==> config.mk <==
export PLATFORM = sky130hd
export DESIGN_NAME = stq_post
export DESIGN_NICKNAME = d
export VERILOG_FILES = /design/src/rtl/sine_taylor_quadrant_unit_assert.svh /design/src/rtl/stq_pkg.sv /design/src/rtl/stq_post.sv
export SDC_FILE = /design/constraint.sdc
export NUM_CORES = 2
export LEC_CHECK = 0
export BUFFER_PORTS_ARGS = -buffer_cell sky130_fd_sc_hd__buf_2
export CAP_MARGIN = 20
export CORE_ASPECT_RATIO = 1.5
export CORE_MARGIN = 3
export CORE_UTILIZATION = 40
export CTS_CLUSTER_SIZE = 30
export DETAILED_ROUTE_END_ITERATION = 7
export GPL_TIMING_DRIVEN = 1
export PLACE_DENSITY = 0.58
export SKIP_CTS_REPAIR_TIMING = 1
export SKIP_LAST_GASP = 1
export SYNTH_ARGS = -nofsm -noshare
export SYNTH_HDL_FRONTEND = slang
export SYNTH_SLANG_ARGS = --single-unit
export TNS_END_PERCENT = 30
==> constraint.sdc <==
create_clock -name clk -period 15.2 [get_ports clk]
set_input_delay 2.28 -clock clk [delete_from_list [all_inputs] [get_ports clk]]
set_output_delay 2.28 -clock clk [all_outputs]
set_load 0.02 [all_outputs]
==> src/rtl/sine_taylor_quadrant_unit_assert.svh <==
// Assertion macros for the sine Taylor quadrant unit.
`ifndef SINE_TAYLOR_QUADRANT_UNIT_ASSERT_SVH
`define SINE_TAYLOR_QUADRANT_UNIT_ASSERT_SVH

`ifndef ASSERT_OFF

// Same-cycle implication, quiet during reset.
`define STQ_ASSERT_IMP(label, clk, rst, ante, cons) \
  label: assert property (@(posedge clk) disable iff (rst) (ante) |-> (cons)) \
    else $error("stq assertion failed");

// Next-cycle implication, quiet during reset.
`define STQ_ASSERT_NXT(label, clk, rst, ante, cons) \
  label: assert property (@(posedge clk) disable iff (rst) (ante) |=> (cons)) \
    else $error("stq assertion failed");

`else

`define STQ_ASSERT_IMP(label, clk, rst, ante, cons)
`define STQ_ASSERT_NXT(label, clk, rst, ante, cons)

`endif

`endif

==> src/rtl/stq_pkg.sv <==
// Shared widths, constants and types of the sine Taylor quadrant unit.
package stq_pkg;

  localparam int FRACTION_BITS = 16;
  localparam int WORK_BITS     = 24;
  localparam int IN_W          = FRACTION_BITS + 3;
  localparam int OUT_W         = FRACTION_BITS + 2;
  localparam int WIDEN_SH      = WORK_BITS - FRACTION_BITS;
  localparam int IN_TDATA_W    = ((IN_W + 7) / 8) * 8;
  localparam int OUT_TDATA_W   = ((OUT_W + 7) / 8) * 8;

  // angle at 24 fraction bits, reduced angle, its square, Horner term
  localparam int A_W  = IN_W + WIDEN_SH;
  localparam int X_W  = 25;
  localparam int X2_W = 26;
  localparam int T_W  = 26;

  localparam int N_CELLS = 4;

  localparam logic [A_W-1:0] K_HALF_PI       = A_W'(26353589);
  localparam logic [A_W-1:0] K_PI            = A_W'(52707178);
  localparam logic [A_W-1:0] K_THREE_HALF_PI = A_W'(79060767);
  localparam logic [A_W-1:0] K_TWO_PI        = A_W'(105414357);

  typedef logic signed [T_W-1:0] coef_t;

  localparam coef_t R_F9 = T_W'(46);
  localparam coef_t R_F8 = T_W'(416);

  // Horner coefficients, first cell first
  localparam coef_t SIN_COEF [N_CELLS] = '{T_W'(3328), T_W'(139810), T_W'(2796202),
                                           T_W'(16777216)};
  localparam coef_t COS_COEF [N_CELLS] = '{T_W'(23301), T_W'(699050), T_W'(8388608),
                                           T_W'(16777216)};

  localparam logic signed [T_W:0]     SAT_LIM = (T_W+1)'(1 << FRACTION_BITS);
  localparam logic signed [OUT_W-1:0] OUT_LIM = OUT_W'(1 << FRACTION_BITS);

  typedef struct packed {
    logic valid;
    logic use_cos;  // cosine series (quadrants 2 and 4)
    logic neg;      // negate result (quadrants 3 and 4)
    logic oor;      // angle above two pi
  } stq_ctl_t;

endpackage

==> src/rtl/stq_post.sv <==
// Final sine multiply by x; cosine passes the Horner term through.
module stq_post (
  input  logic                     clk,
  input  logic                     rst,
  input  logic                     en,
  input  stq_pkg::stq_ctl_t        ctl_in,
  input  logic [stq_pkg::X_W-1:0]  x_in,
  input  stq_pkg::coef_t           t_in,
  output stq_pkg::stq_ctl_t        ctl,
  output stq_pkg::coef_t           r
);

  logic signed [stq_pkg::T_W-1:0]   x_s;
  logic signed [2*stq_pkg::T_W-1:0] prod;
  logic signed [2*stq_pkg::T_W-1:0] prod_sh;

  always_comb begin
    x_s     = signed'({1'b0, x_in});
    prod    = x_s * t_in;
    prod_sh = prod >>> stq_pkg::WORK_BITS;
  end

  always_ff @(posedge clk) begin
    if (rst) begin
      ctl <= '0;
    end else if (en) begin
      ctl <= ctl_in;
    end
  end

  always_ff @(posedge clk) begin
    if (en) begin
      r <= ctl_in.use_cos ? t_in : prod_sh[stq_pkg::T_W-1:0];
    end
  end

endmodule

=== Word-level counts from Yosys, hierarchy flattened ===
Index checks and enable logic that the tools add are counted.

* Flip-flop bits (word level): 30
* Latch bits: 0
* Memory bits (writable): 0
* Memory bits (read-only): 0
* Input bits: 58
* Output and inout port bits: 30
* Word-level logic and storage cells: 7
* Memories: 0

* Add/subtract/negate cells: 0
* $mul: 1
* Divide/modulo/power cells: 0
* Order comparisons: 0
* Equal/unequal tests: 0
* Shift-type cells: 0
* Mux-type cells: 1
* Bitwise gates (word level): 0
* Reductions and logical operators: 0

{| class="wikitable"
|+ Operators by type and width
! cell !! number
|-
| $mul 26x26->50 || 1
|-
| $mux 26 || 1
|}

=== Longest topological paths before layout ===
* Depth after elaboration: 2
* Depth in mapped cells: 28
* Depth with buffers taken out: 25

=== Worst setup path after synthesis ===
OpenSTA, ideal clock, no wires.

* Path kind: input-to-reg
* From: input port t_in[3]
* To: register r[21], data pin
* Library setup time: 0.264 ns
* Arrival: 8.691 ns
* Setup slack: 6.244 ns
* Cell stages on the path: 27
* Path buffers: 2
* Cells stage by stage: clkbuf_1 clkbuf_1 nand2_1 fa_1 inv_1 fa_1 inv_1 fa_1 inv_1 fa_1 inv_1 fa_1 inv_1 fa_1 inv_1 fa_1 inv_1 ha_1 or2_2 a21oi_1 a21oi_1 a221oi_2 a21oi_1 o21a_1 or4_1 nand2_1 o21ai_1

* Word-level cells in the longest chain between the ends: 2

{| class="wikitable"
|+ RTL lines
! what !! line !! text
|-
| start: declaration || stq_post.sv:8 || <nowiki>input stq_pkg::coef_t t_in,</nowiki>
|-
| $mul 26x26->50 || stq_post.sv:19 || <nowiki>prod = x_s * t_in;</nowiki>
|-
| $mux 26 || stq_post.sv:33 || <nowiki>r <= ctl_in.use_cos ? t_in : prod_sh[stq_pkg::T_W-1:0];</nowiki>
|-
| end signal: assignment || stq_post.sv:33 ||
|-
| end: declaration || stq_post.sv:10 || <nowiki>output stq_pkg::coef_t r</nowiki>
|}

No other way between the ends.
A chain may end at the register's enable or synchronous reset.

=== Final worst setup path ===
* From: input port x_in[11] (netlist bit)
* To: register r[20], data pin

* Word-level cells in the longest chain between the ends: 2

{| class="wikitable"
|+ RTL lines
! what !! line !! text
|-
| start: declaration || stq_post.sv:7 || <nowiki>input logic [stq_pkg::X_W-1:0] x_in,</nowiki>
|-
| $mul 26x26->50 || stq_post.sv:19 ||
|-
| $mux 26 || stq_post.sv:33 ||
|}

No other way between the ends.

==> flow_metrics.py <==
metrics = {
    "critical_path": {
        "r2r_start": "ctl[3]",
        "end_kind": "flop",
        "worstPathArrival_ns": 9.39,
        "cpMaxStageDelayCell": "fa_1",
        "reg2regPathDepth": 2,
        "cp-start-kind": "input pin",
        "cp.required_ns": 15.21,
        "worstPathMaxFanout": 26,
        "reg2reg_slack_ns": 14.59,
        "timing.rr.end": "ctl[3]",
        "critPathMaxStageDelay_ns": 0.66,
        "path_class": "in -> reg",
        "cp_common_cell": "fa_1",
        "path_cells": "buf_2 > nand2_1 > fa_1 > fa_1 > inv_1 > fa_1 > fa_1 > fa_1 > fa_1 > inv_1 > fa_1 > inv_1 > ha_1 > and3_1 > and3_1 > nand3_1 > or4_4 > a21oi_1 > o22a_1 > a31oi_1 > o41ai_1",
    },
    "sta": {
        "max_slew_margin_pct": 50.9,
        "hold_viol": 0,
        "fin_skew_ns": 0,
        "period_share_pct": 61.7,
        "post-route-min-period_ns": 9.38,
        "tightest_slew_ns": 0.736,
        "slew_violations": 0,
        "worst_slack_ns": 5.82,
        "setup-tns-final_ns": 0,
        "setup_viol": 0,
        "clock.fmax_ghz": 0.107,
        "rsz0062_at_grt": "no",
    },
    "final_layout": {
        "drive_gt1_share_pct": 4.63,
        "nets": 3272,
        "synthToLayoutAreaGrowth_pct": 4.48,
    },
    "cts": {
        "worstSkewPairLatency_ns": 0.27,
        "clock_sinks": 30,
        "htreeDepth": 2,
        "cts_made_buffers": 5,
        "clockRootBuffer": "clkbuf_16",
        "clk_path_buf_depth": 2,
        "cts_tree": "done",
        "path_clk_slew_ns": 0.05,
    },
    "grt": {
        "antenna_found_initial": 2,
        "grt_max_degree": 57,
        "grt_usage_pct": 22.4,
        "grt_pass1_vias": 18567,
        "grt_pass1_wl_um": 100000,
        "gr-total-overflow": 0,
    },
    "synth": {
        "synthDistinctLibCells": 57,
        "avgSynthCellArea_um2": 8.94,
        "synth_edf_count": 26,
        "synth_warnings": 0,
        "async_flop_share_pct": 0,
        "ys_top_cells_by_area": "fa_1 49%, ha_1 11%, inv_1 11%, and2_1 7.6%, nand2_1 6.7%",
        "syn-num-nets": 3302,
        "syn_area_um2": 22300,
        "synth_area_leader_cell": "fa_1",
        "synth_top_area_share_pct": 49.3,
        "ys_ff_latch": 30,
        "ys.flop_type": "edfxtp_1",
        "ys_seq_area_share_pct": 3.87,
        "syn_inst": 2492,
    },
    "die": {
        "die_w_um": 199,
        "coreArea_um2": 54900,
        "fp-row-count": 105,
        "initial_core_util_pct": 40.6,
        "dieArea_um2": 58600,
        "die_h_um": 295,
        "ios": 88,
    },
    "drt": {
        "dr_total_vias": 16294,
        "drtIter0Drc": 667,
        "drt-pass1-iter-count": 5,
        "detail_route.wl_per_cell_um": 20.2,
        "viasPerCell": 5.15,
        "remaining_drc_errors": 0,
        "drtAntennaViolNets": 0,
        "routed_wl_um": 63800,
    },
    "hold_path": {
        "hold_path.class": "reg -> reg",
        "worst_hold_startpoint": "ctl[2]",
        "holdPathEnd": "ctl[2]",
        "hold_depth": 2,
    },
    "flow_run": {
        "maxCapViolCount": 0,
    },
    "placed_design": {
        "portBuffers": 87,
        "routabilityCongestion": 0.890,
        "preCtsSetupSlack_ns": 5.55,
        "dp_hpwl_um": 51600,
    },
    "run_status": {
        "run_status": "complete, no violations",
    },
}
==> registers in the layout (all words and copies together) (netlist names) <==
| signal | cells |
|---|---|
| r | 26 |
| ctl | 4 |
==> stage by stage <==
stage / hold WS, ns / instances / utilization, % / instance area [µm²]
2_1_floorplan: 0.579 / 2492 / - / 22300
3_3_place_gp: 0.470 / 3150 / 42.1 / 23100
3_5_place_dp: 0.491 / 3150 / 42.1 / 23100
4_1_cts: 0.506 / 3158 / 42.4 / 23300
5_1_grt: 0.552 / 3159 / 42.4 / 23300
6_report: 0.497 / 3161 / 42.4 / 23300
==> synth_stat cells (all sizes together), types with 5 or more instances <==
cell / count
clkbuf: 125
nand3: 10
nand2b: 18
inv: 631
edfxtp: 26
nand4: 11
nor2: 29
a21oi: 42
ha: 203
xnor2: 19
a31oi: 6
fa: 549
a21o: 17
o21ai: 44
nor2b: 18
and3: 5
o21bai: 5
nand2: 399
xor2: 9
and2: 271
a211oi: 7
==> metal layers <==
metal	routed length, µm	track usage, %
met4	4680	13.0
met3	1850	1.80
met5	0	0
met2	36300	44.1
met1	20900	22.6
==> cell families after synthesis <==
group / Yosys count / synth area share, %
buffers and inverters: 760 / 12.8
multiplexers: 4 / 0.180
AND/OR/NAND/NOR: 771 / 16.8
flip-flops: 30 / 3.87
AO/OA/AOI/OAI: 147 / 4.40
adder cells (fa/ha/maj): 752 / 60.8
XOR/XNOR: 28 / 1.10
==> area by class of cell <==
cell class | count | area [µm²]
Fill cell | 5507 | 31600
Multi-Input combinational cell | 1702 | 18500
Inverter | 631 | 2370
Tap cell | 695 | 870
Sequential cell | 30 | 861
Timing Repair Buffer | 92 | 473
Clock buffer | 5 | 125
Clock inverter | 3 | 16.3
Antenna cell | 3 | 7.51
==> worst max path at each step <==
| stage | from | end | cells past startpoint |
|---|---|---|---|
| floorplan | t_in[3] | r[21] | 27 |
| global placement | t_in[2] | r[20] | 25 |
| detailed placement | x_in[14] | r[20] | 25 |
| CTS | x_in[11] | r[20] | 21 |
| global route | x_in[16] | r[20] | 25 |
| finish | x_in[11] | r[20] | 21 |
==> worst max-delay path: cells and delay by family <==
| kind | cells | cell delay [ns] |
|---|---|---|
| simple gates | 5 | 1.38 |
| fa+ha+maj | 8 | 4.03 |
| buf+inv | 4 | 0.67 |
| compound gates | 4 | 1.01 |
==> cell usage in the layout (no fill, tap or decap), drive strengths merged, types with 11 or more instances in the layout <==
| cell | netlist | routed |
|---|---|---|
| ha | 203 | 203 |
| buf | 4 | 92 |
| xnor2 | 19 | 19 |
| fa | 549 | 549 |
| nand4 | 11 | 11 |
| edfxtp | 26 | 26 |
| and2 | 271 | 271 |
| o21ai | 44 | 44 |
| nand2b | 18 | 18 |
| a21o | 17 | 17 |
| nand2 | 399 | 399 |
| nor2 | 29 | 29 |
| nor2b | 18 | 18 |
| inv | 631 | 631 |
| a21oi | 42 | 42 |
Power is not shown: default switching activity piles up to over one toggle a cycle in this logic, so the estimate is an artifact.
