File: src/rtl/sine_taylor_quadrant_unit_assert.svh
// Assertion macros for the sine Taylor quadrant unit.
`ifndef SINE_TAYLOR_QUADRANT_UNIT_ASSERT_SVH
`define SINE_TAYLOR_QUADRANT_UNIT_ASSERT_SVH

`ifndef ASSERT_OFF

// Same-cycle implication, quiet during reset.
`define STQ_ASSERT_IMP(label, clk, rst, ante, cons) \
  label: assert property (@(posedge clk) disable iff (rst) (ante) |-> (cons)) \
    else $error("stq assertion failed");

// Next-cycle implication, quiet during reset.
`define STQ_ASSERT_NXT(label, clk, rst, ante, cons) \
  label: assert property (@(posedge clk) disable iff (rst) (ante) |=> (cons)) \
    else $error("stq assertion failed");

`else

`define STQ_ASSERT_IMP(label, clk, rst, ante, cons)
`define STQ_ASSERT_NXT(label, clk, rst, ante, cons)

`endif

`endif

File: src/rtl/stq_pkg.sv
// Shared widths, constants and types of the sine Taylor quadrant unit.
package stq_pkg;

  localparam int FRACTION_BITS = 16;
  localparam int WORK_BITS     = 24;
  localparam int IN_W          = FRACTION_BITS + 3;
  localparam int OUT_W         = FRACTION_BITS + 2;
  localparam int WIDEN_SH      = WORK_BITS - FRACTION_BITS;
  localparam int IN_TDATA_W    = ((IN_W + 7) / 8) * 8;
  localparam int OUT_TDATA_W   = ((OUT_W + 7) / 8) * 8;

  // angle at 24 fraction bits, reduced angle, its square, Horner term
  localparam int A_W  = IN_W + WIDEN_SH;
  localparam int X_W  = 25;
  localparam int X2_W = 26;
  localparam int T_W  = 26;

  localparam int N_CELLS = 4;

  localparam logic [A_W-1:0] K_HALF_PI       = A_W'(26353589);
  localparam logic [A_W-1:0] K_PI            = A_W'(52707178);
  localparam logic [A_W-1:0] K_THREE_HALF_PI = A_W'(79060767);
  localparam logic [A_W-1:0] K_TWO_PI        = A_W'(105414357);

  typedef logic signed [T_W-1:0] coef_t;

  localparam coef_t R_F9 = T_W'(46);
  localparam coef_t R_F8 = T_W'(416);

  // Horner coefficients, first cell first
  localparam coef_t SIN_COEF [N_CELLS] = '{T_W'(3328), T_W'(139810), T_W'(2796202),
                                           T_W'(16777216)};
  localparam coef_t COS_COEF [N_CELLS] = '{T_W'(23301), T_W'(699050), T_W'(8388608),
                                           T_W'(16777216)};

  localparam logic signed [T_W:0]     SAT_LIM = (T_W+1)'(1 << FRACTION_BITS);
  localparam logic signed [OUT_W-1:0] OUT_LIM = OUT_W'(1 << FRACTION_BITS);

  typedef struct packed {
    logic valid;
    logic use_cos;  // cosine series (quadrants 2 and 4)
    logic neg;      // negate result (quadrants 3 and 4)
    logic oor;      // angle above two pi
  } stq_ctl_t;

endpackage

File: src/rtl/stq_reduce.sv
// Quadrant decode and base subtraction stage.
module stq_reduce (
  input  logic                       clk,
  input  logic                       rst,
  input  logic                       en,
  input  logic                       in_valid,
  input  logic [stq_pkg::IN_W-1:0]   angle,
  output stq_pkg::stq_ctl_t          ctl,
  output logic [stq_pkg::X_W-1:0]    x
);

  logic [stq_pkg::A_W-1:0] a;
  logic [stq_pkg::A_W-1:0] base;
  logic [stq_pkg::A_W-1:0] diff;
  stq_pkg::stq_ctl_t       ctl_next;

  always_comb begin
    a    = stq_pkg::A_W'(angle) << stq_pkg::WIDEN_SH;
    ctl_next       = '0;
    ctl_next.valid = in_valid;
    base           = '0;
    if (a < stq_pkg::K_HALF_PI) begin
      base = '0;
    end else if (a < stq_pkg::K_PI) begin
      base = stq_pkg::K_HALF_PI;
      ctl_next.use_cos = 1'b1;
    end else if (a < stq_pkg::K_THREE_HALF_PI) begin
      base = stq_pkg::K_PI;
      ctl_next.neg = 1'b1;
    end else if (a <= stq_pkg::K_TWO_PI) begin
      base = stq_pkg::K_THREE_HALF_PI;
      ctl_next.use_cos = 1'b1;
      ctl_next.neg     = 1'b1;
    end else begin
      base = a;  // x reads as zero, result forced later
      ctl_next.oor = 1'b1;
    end
    diff = a - base;
  end

  always_ff @(posedge clk) begin
    if (rst) begin
      ctl <= '0;
    end else if (en) begin
      ctl <= ctl_next;
    end
  end

  always_ff @(posedge clk) begin
    if (en) begin
      x <= diff[stq_pkg::X_W-1:0];
    end
  end

endmodule

File: config.mk
export PLATFORM = sky130hd
export DESIGN_NAME = stq_reduce
export DESIGN_NICKNAME = d
export VERILOG_FILES = /design/src/rtl/sine_taylor_quadrant_unit_assert.svh /design/src/rtl/stq_pkg.sv /design/src/rtl/stq_reduce.sv
export SDC_FILE = /design/constraint.sdc
export NUM_CORES = 1
export LEC_CHECK = 0
export BUFFER_PORTS_ARGS = -buffer_cell sky130_fd_sc_hd__buf_2
export CORE_MARGIN = 3
export CORE_UTILIZATION = 40
export DETAILED_ROUTE_END_ITERATION = 16
export REMOVE_ABC_BUFFERS = 1
export SETUP_SLACK_MARGIN = 0.05
export SLEW_MARGIN = 30
export SYNTH_ARGS = -nofsm -noshare
export SYNTH_HDL_FRONTEND = slang
export SYNTH_SLANG_ARGS = --single-unit
File: constraint.sdc
create_clock -name clk -period 5.4 [get_ports clk]
set_clock_uncertainty 0.1 [all_clocks]
set_input_delay 0 -clock clk [delete_from_list [all_inputs] [get_ports clk]]
set_output_delay 0 -clock clk [all_outputs]
set_load 0.05 [all_outputs]
[Word-level counts from Yosys, hierarchy flattened]
Cells that the tools add are included.
Widths: inputs -> output; s select.
Word-level totals
  register bits: 29
  input port bits: 23
Operators by class
  magnitude comparators: 4
  add/subtract/negate cells: 1
  multiplexer cells: 12
Operator list (number)
  $mux 25: 4
  $le 27x27->1 const B: 1
  $lt 27x25->1 const B: 1
  $lt 27x26->1 const B: 1
  $lt 27x27->1 const B: 1
  $sub 25x25->25: 1
  $mux 1: 5
  $mux 2: 2
  $mux 3: 1

[Logic depth before layout (Yosys ltp)]
  depth in word-level cells: 6
  gate-level depth with buffers: 15
  depth with buffers taken out: 13

[Worst setup path after synthesis]
No wires, ideal clock.
  kind: input-to-reg
  from: input port angle[16] (netlist bit)
  to: register x[18] (netlist bit) (data pin)
  stages: 15
  data required time: 5.040 ns
  data arrival time: 2.906 ns
  slack: 2.134 ns
  cells stage by stage: clkbuf_1 -> or4bb_1 -> a2111oi_0 -> a21oi_1 -> clkbuf_1 -> nor2_1 -> o21ai_0 -> ha_1 -> and3_1 -> clkbuf_1 -> o21bai_1 -> a21oi_1 -> o311ai_1 -> or3b_1 -> xor2_1
On the way
  longest elaborated chain between the ends: 6
  elaborated cells on any way between the ends: 9
  classes of those cells: add/sub: 1; order compare: 4; mux: 4
Ends and longest elaborated chain
  start, declared: RTL line stq_reduce.sv:7  | input logic [stq_pkg::IN_W-1:0] angle,
  $le 27x27->1: RTL line stq_reduce.sv:30  | end else if (a <= stq_pkg::K_TWO_PI) begin
  $mux 25: RTL line stq_reduce.sv:30
  $mux 25: RTL line stq_reduce.sv:27  | end else if (a < stq_pkg::K_THREE_HALF_PI) begin
  $mux 25: RTL line stq_reduce.sv:24  | end else if (a < stq_pkg::K_PI) begin
  $mux 25 *: RTL line stq_reduce.sv:22  | if (a < stq_pkg::K_HALF_PI) begin
  $sub 25x25->25 *: RTL line stq_reduce.sv:38  | diff = a - base;
  named net diff, one bit: RTL line stq_reduce.sv:14  | logic [stq_pkg::A_W-1:0] diff;
  end signal, assigned: RTL line stq_reduce.sv:51  | x <= diff[stq_pkg::X_W-1:0];
  end, declared: RTL line stq_reduce.sv:9  | output logic [stq_pkg::X_W-1:0] x
The timed path passes the listed nets; every way through them passes the cells marked *.
A chain may end at the register's enable or synchronous reset.

[Worst setup path in the final report]
  from: input port angle[14] (netlist bit)
  to: register x[24] (netlist bit) (data pin)
On the way
  longest elaborated chain between the ends: 6
  elaborated cells on any way between the ends: 9
  classes of those cells: add/sub: 1; order compare: 4; mux: 4
Ends and longest elaborated chain (RTL line)
  $le 27x27->1: stq_reduce.sv:30
  $mux 25: stq_reduce.sv:30
  $mux 25: stq_reduce.sv:27
  $mux 25: stq_reduce.sv:24
  $mux 25: stq_reduce.sv:22
  $sub 25x25->25 *: stq_reduce.sv:38
  named net diff, one bit: stq_reduce.sv:14
Marks and branches as above.

==> impl_metrics.env <==
export IMPL_p_sw_w=0.000331
export IMPL_initial_core_util_pct=42.2
export IMPL_grt_pass1_wl_um=10400
export IMPL_area_delta_synth_final_pct=16.8
export IMPL_synth_top_cell_by_area="edfxtp_1"
export IMPL_num_io_pins=52
export IMPL_fin_tns_setup_ns=0
export IMPL_cp_start_kind="primary input"
export IMPL_antenna_found_initial=0
export IMPL_power_internal_w=0.000485
export IMPL_fin_crit_sh_pct=60.8
export IMPL_drive_gt1_share_pct=19.0
export IMPL_setup_viol=0
export IMPL_diodes=0
export IMPL_placed_area_um2=2690
export IMPL_cts_tree="yes"
export IMPL_ys_flop_type="edfxtp_1"
export IMPL_routedWlPerCell_um=15.7
export IMPL_synthesis_area_um2=2380
export IMPL_vias=2276
export IMPL_syn_inst=279
export IMPL_cts_resized=0
export IMPL_synth_edf_count=24
export IMPL_post_cts_buffers=0
export IMPL_dp_hpwl_um=4840
export IMPL_p_comb_share_pct=45.0
export IMPL_die_h_um=83.2
export IMPL_clockPowerShare_pct=19.9
export IMPL_cp_max_fo=17
export IMPL_drt_total_wl_um=6260
export IMPL_port_buffers=51
export IMPL_ys_warn_count=0
export IMPL_avgViaCountPerCell=5.70
export IMPL_hold_class="primary input to flip-flop"
export IMPL_synth_top_cells_by_area="edfxtp_1, ha_1, nand2_1"
export IMPL_fp_row_count=27
export IMPL_max_slew_worst_pin_slew_ns=0.659
export IMPL_dr_first_iter_drc_count=121
export IMPL_synth_cell_types=49
export IMPL_gp_congestion=0.903
export IMPL_slew_headroom_pct=56.0
export IMPL_required_ns=5.33
export IMPL_htreeDepth=1
export IMPL_final_nets=370
export IMPL_drcViolationCount=0
export IMPL_status="completed"
export IMPL_grt_max_degree=31
export IMPL_min_period_ns=3.28
export IMPL_clock_sinks=28
export IMPL_final_hold_violation_count=0
export IMPL_cpLargestDelayFamily="compound AO/OA/AOI/OAI gates"
export IMPL_power_density_nw_per_um2=294
export IMPL_path_cells="buf_2 > nand4bb_1 > nor4_1 > a21o_1 > o21ai_0 > ha_1 > nand2_1 > or3_1 > o221ai_1 > inv_1 > a31oi_1 > xnor2_1"
export IMPL_maxCapViolCount=0
export IMPL_grt_pass1_vias=2101
export IMPL_clock_fmax_mhz=305
export IMPL_drv_slew=0
export IMPL_p_leak_nw=1.23
export IMPL_cts_max_path_buffers=2
export IMPL_critPathCaptureType="flip-flop"
export IMPL_antenna_left=0
export IMPL_grtUsageTotal_pct=18.1
export IMPL_arrival_ns=3.21
export IMPL_clkTransAtPathRegs_ns=0.10
export IMPL_critical_path_buf_inv_count=2
export IMPL_slowest_stage="a21o_1"
export IMPL_synth_seq_cells=28
export IMPL_layout_common_cells="buf_2, nand2_1, edfxtp_1"
export IMPL_critPathKind="primary input to flip-flop"
export IMPL_async_flop_share_pct=0
export IMPL_postSynthAreaPerCell_um2=8.53
export IMPL_dieArea_um2=6910
export IMPL_vdd_ir_drop_max_uv=186
export IMPL_power_frac_seq_pct=35.0
export IMPL_final_common_cell="buf_2"
export IMPL_die_w_um=83.2
export IMPL_fin_area_um2=2780
export IMPL_drtPass1Iterations=4
export IMPL_overflow=0
export IMPL_seq_area_frac_synth_pct=33.6
export IMPL_slowest_delay_ns=0.56
export IMPL_core_um2=5640
export IMPL_rsz0062_at_grt="false"
export IMPL_synth_top_area_share_pct=30.3
export IMPL_clock_root_buffer="clkbuf_8"
export IMPL_clk_latency_ns=0.27
export IMPL_switching_share_pct=40.6
export IMPL_cts_made_buffers=3
what timing repair did:
item	4_1_cts	5_1_grt
hold buffers	2	0
endpoints found under the setup margin	0	0
hold endpoints to repair	4	0
routing by layer:
| metal | global-route usage, % | part of all wire (%) | up-vias |
|---|---|---|---|
| met5 | 0 | 0 | - |
| met1 | 24.9 | 45 | 1030 |
| met4 | 4.75 | 0.61 | 0 |
| li1 | - | - | 1144 |
| met2 | 30.0 | 46 | 98 |
| met3 | 2.08 | 7.4 | 4 |
final timing paths:
path	start	to	slack (ns)	cells past startpoint
hold / removal	angle[0]	x[8]	0.19	3
setup reg to reg	ctl[0]	ctl[0]	4.60	2
setup / recovery	angle[14]	x[24]	2.12	12
hold reg to reg	ctl[1]	ctl[1]	0.40	2
sequential cells by signal, summed over array words and instances, names as in the netlist:
name  flops
ctl       4
x        24
cells by family (layout without fill, tap and decap cells):
| kind of cell | after synthesis | after routing | synth area share [%] |
|---|---|---|---|
| simple gates | 98 | 98 | 19.4 |
| compound gates | 92 | 92 | 25.7 |
| flops | 28 | 28 | 33.6 |
| buf+inv | 24 | 72 | 4.26 |
| fa+ha+maj | 19 | 19 | 9.98 |
| xor+xnor | 13 | 13 | 4.78 |
| mux | 5 | 5 | 2.21 |
cell type report:
type	instances	area (um2)
Clock buffer	3	41.3
Tap cell	72	90.1
Clock inverter	1	30.0
Multi-Input combinational cell	227	1480
Timing Repair Buffer	55	290
Sequential cell	28	801
Inverter	13	48.8
Fill cell	542	2860
cell usage after synthesis, drive strengths merged (3+ instances only):
cell     count
mux2i        3
clkbuf       9
a21oi       22
nor2        22
edfxtp      24
o211ai       4
o21bai       5
nand2       38
a31oi        5
nor4         4
nand4        4
nand2b       3
xor2         6
inv         13
ha          19
o21ai       18
dfxtp        4
a21o        13
nor3         7
nand3        8
a2111oi      3
a211oi       6
xnor2        7
power by group through the flow:
stage	Clock (W)	Combinational [W]	Sequential (W)
floorplan	0	0.000153	0.000410
CTS	0.000168	0.000367	0.000287
detailed placement	0	0.000364	0.000291
global route	0.000179	0.000398	0.000290
finish	0.000163	0.000368	0.000286
global placement	0	0.000364	0.000291
stage by stage:
stage | power [W] | cells | hold WS (ns) | utilization (%) | worst slack (ns)
floorplan | 0.000563 | 268 | -0.0276 | - | 2.13
global placement | 0.000655 | 393 | 0.140 | 47.7 | 1.83
detailed placement | 0.000656 | 393 | 0.145 | 47.7 | 1.84
CTS | 0.000821 | 399 | 0.190 | 49.3 | 2.13
global route | 0.000867 | 399 | 0.225 | 49.3 | 1.86
finish | 0.000817 | 399 | 0.192 | 49.3 | 2.12
worst reg2reg max path, cell delays in order (launching register included):
cell and delay (ns):
dfxtp_1 0.34, nor2_1 0.05, a211oi_1 0.23
(Power assumes the default switching activity.)
