## src/rtl/sine_taylor_quadrant_unit_assert.svh

```systemverilog
// Assertion macros for the sine Taylor quadrant unit.
`ifndef SINE_TAYLOR_QUADRANT_UNIT_ASSERT_SVH
`define SINE_TAYLOR_QUADRANT_UNIT_ASSERT_SVH

`ifndef ASSERT_OFF

// Same-cycle implication, quiet during reset.
`define STQ_ASSERT_IMP(label, clk, rst, ante, cons) \
  label: assert property (@(posedge clk) disable iff (rst) (ante) |-> (cons)) \
    else $error("stq assertion failed");

// Next-cycle implication, quiet during reset.
`define STQ_ASSERT_NXT(label, clk, rst, ante, cons) \
  label: assert property (@(posedge clk) disable iff (rst) (ante) |=> (cons)) \
    else $error("stq assertion failed");

`else

`define STQ_ASSERT_IMP(label, clk, rst, ante, cons)
`define STQ_ASSERT_NXT(label, clk, rst, ante, cons)

`endif

`endif

```

## src/rtl/stq_pkg.sv

```systemverilog
// Shared widths, constants and types of the sine Taylor quadrant unit.
package stq_pkg;

  localparam int FRACTION_BITS = 16;
  localparam int WORK_BITS     = 24;
  localparam int IN_W          = FRACTION_BITS + 3;
  localparam int OUT_W         = FRACTION_BITS + 2;
  localparam int WIDEN_SH      = WORK_BITS - FRACTION_BITS;
  localparam int IN_TDATA_W    = ((IN_W + 7) / 8) * 8;
  localparam int OUT_TDATA_W   = ((OUT_W + 7) / 8) * 8;

  // angle at 24 fraction bits, reduced angle, its square, Horner term
  localparam int A_W  = IN_W + WIDEN_SH;
  localparam int X_W  = 25;
  localparam int X2_W = 26;
  localparam int T_W  = 26;

  localparam int N_CELLS = 4;

  localparam logic [A_W-1:0] K_HALF_PI       = A_W'(26353589);
  localparam logic [A_W-1:0] K_PI            = A_W'(52707178);
  localparam logic [A_W-1:0] K_THREE_HALF_PI = A_W'(79060767);
  localparam logic [A_W-1:0] K_TWO_PI        = A_W'(105414357);

  typedef logic signed [T_W-1:0] coef_t;

  localparam coef_t R_F9 = T_W'(46);
  localparam coef_t R_F8 = T_W'(416);

  // Horner coefficients, first cell first
  localparam coef_t SIN_COEF [N_CELLS] = '{T_W'(3328), T_W'(139810), T_W'(2796202),
                                           T_W'(16777216)};
  localparam coef_t COS_COEF [N_CELLS] = '{T_W'(23301), T_W'(699050), T_W'(8388608),
                                           T_W'(16777216)};

  localparam logic signed [T_W:0]     SAT_LIM = (T_W+1)'(1 << FRACTION_BITS);
  localparam logic signed [OUT_W-1:0] OUT_LIM = OUT_W'(1 << FRACTION_BITS);

  typedef struct packed {
    logic valid;
    logic use_cos;  // cosine series (quadrants 2 and 4)
    logic neg;      // negate result (quadrants 3 and 4)
    logic oor;      // angle above two pi
  } stq_ctl_t;

endpackage

```

## src/rtl/stq_horner_cell.sv

```systemverilog
// One Horner step: t <= c - floor(x2 * t / 2^24).
module stq_horner_cell (
  input  logic                        clk,
  input  logic                        rst,
  input  logic                        en,
  input  stq_pkg::coef_t              coef_sin,
  input  stq_pkg::coef_t              coef_cos,
  input  stq_pkg::stq_ctl_t           ctl_in,
  input  logic [stq_pkg::X_W-1:0]     x_in,
  input  logic [stq_pkg::X2_W-1:0]    x2_in,
  input  stq_pkg::coef_t              t_in,
  output stq_pkg::stq_ctl_t           ctl,
  output logic [stq_pkg::X_W-1:0]     x,
  output logic [stq_pkg::X2_W-1:0]    x2,
  output stq_pkg::coef_t              t
);

  localparam int M_W = stq_pkg::T_W + 1;

  logic signed [M_W-1:0]     x2_s;
  logic signed [M_W-1:0]     t_s;
  logic signed [2*M_W-1:0]   prod;
  logic signed [2*M_W-1:0]   prod_sh;
  logic signed [M_W:0]       t_wide;
  stq_pkg::coef_t            coef;

  always_comb begin
    x2_s    = signed'({1'b0, x2_in});
    t_s     = M_W'(t_in);
    prod    = x2_s * t_s;
    prod_sh = prod >>> stq_pkg::WORK_BITS;  // floor
    coef    = ctl_in.use_cos ? coef_cos : coef_sin;
    t_wide  = (M_W+1)'(coef) - prod_sh[M_W:0];
  end

  always_ff @(posedge clk) begin
    if (rst) begin
      ctl <= '0;
    end else if (en) begin
      ctl <= ctl_in;
    end
  end

  always_ff @(posedge clk) begin
    if (en) begin
      x  <= x_in;
      x2 <= x2_in;
      t  <= t_wide[stq_pkg::T_W-1:0];
    end
  end

endmodule

```

## config.mk

```make
export PLATFORM = sky130hd
export DESIGN_NAME = stq_horner_cell
export DESIGN_NICKNAME = d
export VERILOG_FILES = /design/src/rtl/sine_taylor_quadrant_unit_assert.svh /design/src/rtl/stq_pkg.sv /design/src/rtl/stq_horner_cell.sv
export SDC_FILE = /design/constraint.sdc
export NUM_CORES = 2
export LEC_CHECK = 0
export ABC_AREA = 1
export BUFFER_PORTS_ARGS = -buffer_cell sky130_fd_sc_hd__buf_4
export CORE_MARGIN = 8
export CORE_UTILIZATION = 40
export CTS_BUF_LIST = sky130_fd_sc_hd__clkbuf_8
export DETAILED_ROUTE_END_ITERATION = 6
export HOLD_SLACK_MARGIN = 0.15
export PLACE_DENSITY_LB_ADDON = 0.2
export SLEW_MARGIN = 20
export SYNTH_ARGS = -nofsm -noshare
export SYNTH_HDL_FRONTEND = slang
export SYNTH_SLANG_ARGS = --single-unit
```

## constraint.sdc

```tcl
create_clock -name clk -period 22.4 [get_ports clk]
set_clock_uncertainty 0.15 [all_clocks]
set_input_delay 4.48 -clock clk [delete_from_list [all_inputs] [get_ports clk]]
set_output_delay 4.48 -clock clk [all_outputs]
set_load 0.03 [all_outputs]
```

# Word level (Yosys, flattened, before mapping)
# Cells that the tools add are included.
[classes]
addsub = 1
mul = 1
div_mod_pow = 0
order_cmp = 0
n_eq_ne = 0
n_shift = 0
mux = 1
bitwise_logic = 0
reduce_logical = 0
[op_table]
columns = ["operator", "n"]
rows = [
  ["multiplier 27 x 26 -> 50 bit", 1],
  ["2-to-1 mux 26 bit", 1],
  ["subtractor 26 bit", 1],
]
[totals]
reg_bits = 81
latch_bits = 0
mem_bits_rw = 0
romBits = 0
in_bits = 136
output_inout_bits = 81
word_cells = 10
mem_count = 0

# Depth between registers and ports, before layout
[logic_depth]
word_depth = 2
ltp_mapped = 41
mapped_depth_nobuf = 39

# Worst setup path after synthesis
# OpenSTA, ideal clock, no wires.
[synth_timing]
path_type = "input port to flip-flop"
start = "input x2_in[21] in the netlist's numbering"
end = "register t[25] (data pin)"
setup_ns = 0.252
t_arrival_ns = 11.169
required_ns = 21.998
path_slack_ns = 10.829
cell_stages = 34
n_path_buf = 2
cell_sequence = "clkbuf_1 clkbuf_1 nand2_1 fa_1 inv_1 fa_1 inv_1 fa_1 fa_1 inv_1 fa_1 fa_1 inv_1 fa_1 inv_1 ha_1 a21oi_1 nor2_1 nor2_1 a21boi_0 nand2_1 a21oi_1 xor2_1 ha_1 a21oi_1 nand2_1 a21oi_4 o21ai_1 nand2_1 inv_1 nor2_1 inv_1 nand2_1 nand2_1"
[synth_via]
elab_chain_len = 2
[synth_rtl]
columns = ["element", "line_no", "rtl"]
rows = [
  ["start, declared", "stq_horner_cell.sv:10", "input logic [stq_pkg::X2_W-1:0] x2_in,"],
  ["multiplier 27 x 26 -> 50 bit", "stq_horner_cell.sv:30", "prod = x2_s * t_s;"],
  ["subtractor 26 bit", "stq_horner_cell.sv:33", "t_wide = (M_W+1)'(coef) - prod_sh[M_W:0];"],
  ["named net t_wide[25]", "stq_horner_cell.sv:24", "logic signed [M_W:0] t_wide;"],
  ["end signal, assigned", "stq_horner_cell.sv:48", "t <= t_wide[stq_pkg::T_W-1:0];"],
  ["end, declared", "stq_horner_cell.sv:15", "output stq_pkg::coef_t t"],
]
# The timed path passes the listed nets, and every way through them passes these cells.
# A chain may end at the register's enable or synchronous reset.

# Final worst setup path
[layout_timing]
start = "input t_in[25]"
end = "register t[22] (data pin)"
[layout_via]
elab_chain_len = 2
[layout_rtl]
columns = ["element", "line_no", "rtl"]
rows = [
  ["start, declared", "stq_horner_cell.sv:11", "input stq_pkg::coef_t t_in,"],
  ["multiplier 27 x 26 -> 50 bit", "stq_horner_cell.sv:30", ""],
  ["subtractor 26 bit", "stq_horner_cell.sv:33", ""],
  ["named net t_wide[22]", "stq_horner_cell.sv:24", ""],
]
# The timed path passes the listed nets, and every way through them passes these cells.

==> metrics list <==
- Result of the run: finished, final reports clean
- During placement, the flow inserted port buffers numbering 216.
- Number of hold violations in the final report: 0
- Summing the areas of all fa, ha and maj instances in the mapped netlist gives about half of the synthesized area.
- Number of H-tree levels: 3
- In this run the remaining antenna-violating nets after routing total 0.
- Of the available clock period, the critical path in the final layout requires between 50% and 60%.
- STA puts the critical path data arrival time at about 12000 ps.
- Critical-path maximum fanout: 25
* Highest-count cells in the layout ignoring fill and taps: sky130_fd_sc_hd__inv_1, sky130_fd_sc_hd__nand2_1, sky130_fd_sc_hd__fa_1
- The number of antenna violations at the first check in global routing was 1.
- The cell count after synthesis came out at 3521.
* Met3 GRT Util: 3.99%
* Synthesis-to-finish area growth: 8.56%
- The floorplan has 96 rows.
- Area of the core: 0.0683 sq mm
- Total length of routed wires: between 70000 and 80000 microns
* I/O pin count: 217
- Drt via density: 4.79
* Layer carrying the most global-route usage: met2
* Total routing resource utilization after global routing: between 20% and 30%
- Count of maximum capacitance violations: 0
- Prevailing post-synth register cell: sky130_fd_sc_hd__edfxtp_1
* Critical path startpoint category: input pin
* Post-synthesis instance area: 0.0275 sq mm
- The routed design could run at a clock period as short as around 12000 ps.
- Buffers inserted during clock tree synthesis total 9.
- After clock tree synthesis, the clock-pin slew on the worst setup and hold paths is between 100 and 150 ps.
- The die is 278 microns tall.
* Global-route wire length before repair: 129000 microns
- Worst-case clock buffer depth: 2
- Measured along the x axis, the die boundary spans 278 microns.
- Register bit total from synthesis: 81
* Total negative slack: 0 ps
- Yosys mapped a number of flops with a built-in enable equal to between 70 and 80.
* Mean instance size in the synthesized netlist: a little under 8 sq um
* Post-DR wirelength/cell: 17.6 microns
* Largest net degree at the start of global routing: 48
- Slew Limit Headroom: 35.1%
* Initial Utilization: 40.3%
- The detailed router finished its first iteration with 1191 violations.
- Post-CTS timing repair inserted 0 buffers for setup.
* CTS tree: built
- Resized Gates After CTS: 0
- By area, the combinational part of the netlist is dominated by adder cells.
* Class of the most critical hold timing path: reg -> reg
* Global routing met1 resource utilization: 27.6%
- Setup violations remaining at the end of the flow were counted as 0.
- The final count of pins violating max slew is 0.
- The worst setup path is of the in -> reg kind.
- Summed over all layers, the global routing overflow is 0.
- Of the total synthesized cell area, the portion taken by AND, OR, NAND and NOR gates is around 17%.
* Number of sinks on the clock net: 81
* Distinct cell type count after synthesis: 45
- YS warnings: 0
- Final GP Congestion: 0.926
- The die covers 0.0775 sq mm.
- DR DRC count: 0
- At the end of the flow, the number of nets in the layout was 4521.
- For this run, the register share of the synthesized area comes to 8.68%.
- Leaving out fill and tap cells, the most frequent cell in the layout is sky130_fd_sc_hd__inv_1.
- Largest area contributor in the netlist: sky130_fd_sc_hd__fa_1
- The worst setup path is captured at a register.
* Vias: 21.5k
- Global routing used 35.9% of the available met2 tracks.
- Clock latency reported for the late side of the worst-skew pair: 450 ps
- Fraction of the mapped netlist area in compound gates: around 3.5%
* Area contributors post-synth: sky130_fd_sc_hd__fa_1, sky130_fd_sc_hd__inv_1, sky130_fd_sc_hd__nand2_1, sky130_fd_sc_hd__ha_1, sky130_fd_sc_hd__edfxtp_1
- The post-route netlist has 8.54% of its cells at a drive strength greater than 1.
- Area share of xor/xnor cells in the synthesized design: 1.05%
* Vias in the first global route: 23.7k
* Transition time of the tightest slew-check pin: 972 ps
- Proportion of netlist area held by the largest area contributor: 41.7%
- HPWL Detailed: 63000 microns
* Clock tree root driver cell: sky130_fd_sc_hd__clkbuf_8
* RSZ-0062 raised after global routing: false
* Mapped Nets: 4451
- Number of search-and-repair iterations in the first detailed-routing pass: 7
- Of the post-synthesis cell area, the part taken by muxes is 0.976%.
- Number of hold buffers added after cts: 0
- Derived from the worst setup path, the maximum achievable clock frequency is ~81 MHz.
- Asr flop ratio synth: 0%
- For the worst setup path, the data required time is 22460 ps.
-- path summary, 6_finish.rpt --
check                              end  cells after the start      from  slack, ps
worst max-delay path             t[22]                     27  t_in[25]      10070
worst min-delay path            ctl[3]                      2    ctl[3]        320
worst max register to register  ctl[1]                      2    ctl[1]      21680
worst min register to register  ctl[3]                      2    ctl[3]        320
-- worst max-delay path: stages --
cell and delay (ps):
sky130_fd_sc_hd__buf_4 110, sky130_fd_sc_hd__inv_1 690, sky130_fd_sc_hd__or2_2 250, sky130_fd_sc_hd__fa_1 420, sky130_fd_sc_hd__fa_1 500, sky130_fd_sc_hd__inv_1 50, sky130_fd_sc_hd__fa_1 450, sky130_fd_sc_hd__fa_1 540
sky130_fd_sc_hd__fa_1 440, sky130_fd_sc_hd__fa_1 560, sky130_fd_sc_hd__inv_1 70, sky130_fd_sc_hd__fa_1 480, sky130_fd_sc_hd__inv_1 40, sky130_fd_sc_hd__ha_1 330, sky130_fd_sc_hd__nand2_1 120, sky130_fd_sc_hd__inv_1 60
sky130_fd_sc_hd__a21oi_1 270, sky130_fd_sc_hd__a21boi_0 340, sky130_fd_sc_hd__nand2_1 130, sky130_fd_sc_hd__a21oi_1 270, sky130_fd_sc_hd__xor2_1 310, sky130_fd_sc_hd__ha_1 330, sky130_fd_sc_hd__a21oi_1 240, sky130_fd_sc_hd__o21ai_2 150
sky130_fd_sc_hd__a21oi_1 340, sky130_fd_sc_hd__o211ai_1 200, sky130_fd_sc_hd__xor2_1 190
-- metrics by stage --
step	area [sq um]	instances	setup WS, ps	utilization (%)	hold WS, ps
4_1_cts	29900	4478	10060	43.8	320
3_5_place_dp	29700	4462	9570	43.4	304
2_1_floorplan	27500	3521	10830	-	429
3_3_place_gp	29700	4462	9540	43.4	298
6_report	29900	4479	10070	43.8	315
5_1_grt	29900	4479	9670	43.8	348
-- flip-flops by register name, indices dropped and copies added (netlist names) --
register,cells
t,26
x,25
x2,26
ctl,4
-- layout make-up --
cell class              instances  area (sq um)
fillers                      6918         38400
multi-input cells            2212         20500
inverters                    1070          4020
flip-flops and latches         81          2390
repair buffers                217          1630
well taps                     882          1100
clock buffers                   9           124
clock inverters                 7           110
diodes                          1          2.50
-- metal layers --
layer  vias up  wire [microns]
met5         -               0
met4         0            1490
met3        93            4420
met2       570           38300
met1     10700           34600
li1      10100               -
-- synthesized netlist by cell type (6+ instances only) --
cell type,n
sky130_fd_sc_hd__inv_1,1064
sky130_fd_sc_hd__nand2_1,952
sky130_fd_sc_hd__fa_1,574
sky130_fd_sc_hd__ha_1,220
sky130_fd_sc_hd__clkbuf_1,149
sky130_fd_sc_hd__nor2_1,117
sky130_fd_sc_hd__a21oi_1,83
sky130_fd_sc_hd__edfxtp_1,77
sky130_fd_sc_hd__nand3_1,47
sky130_fd_sc_hd__o21ai_0,30
sky130_fd_sc_hd__mux2_2,23
sky130_fd_sc_hd__xor2_1,20
sky130_fd_sc_hd__o21bai_1,17
sky130_fd_sc_hd__nand4_1,15
sky130_fd_sc_hd__or2_2,15
sky130_fd_sc_hd__xnor2_1,13
sky130_fd_sc_hd__nor3_1,11
sky130_fd_sc_hd__nand2_2,10
sky130_fd_sc_hd__a21o_1,9
sky130_fd_sc_hd__nand3b_1,9
sky130_fd_sc_hd__nor2_2,9
sky130_fd_sc_hd__inv_2,6
sky130_fd_sc_hd__o21ai_1,6
-- logic make-up (layout without fill, tap and decap cells) --
kind of cell | after synthesis | after routing
buffers and inverters | 1228 | 1303
AND/OR/NAND/NOR | 1196 | 1196
other | 0 | 1
multiplexers | 24 | 24
flip-flops | 81 | 81
XOR/XNOR | 33 | 33
AO/OA/AOI/OAI | 165 | 165
adder cells (fa/ha/maj) | 794 | 794
Power is left out: the tool's default activity adds up to more than one toggle a clock period on the data nets, which glitch-free logic cannot reach.
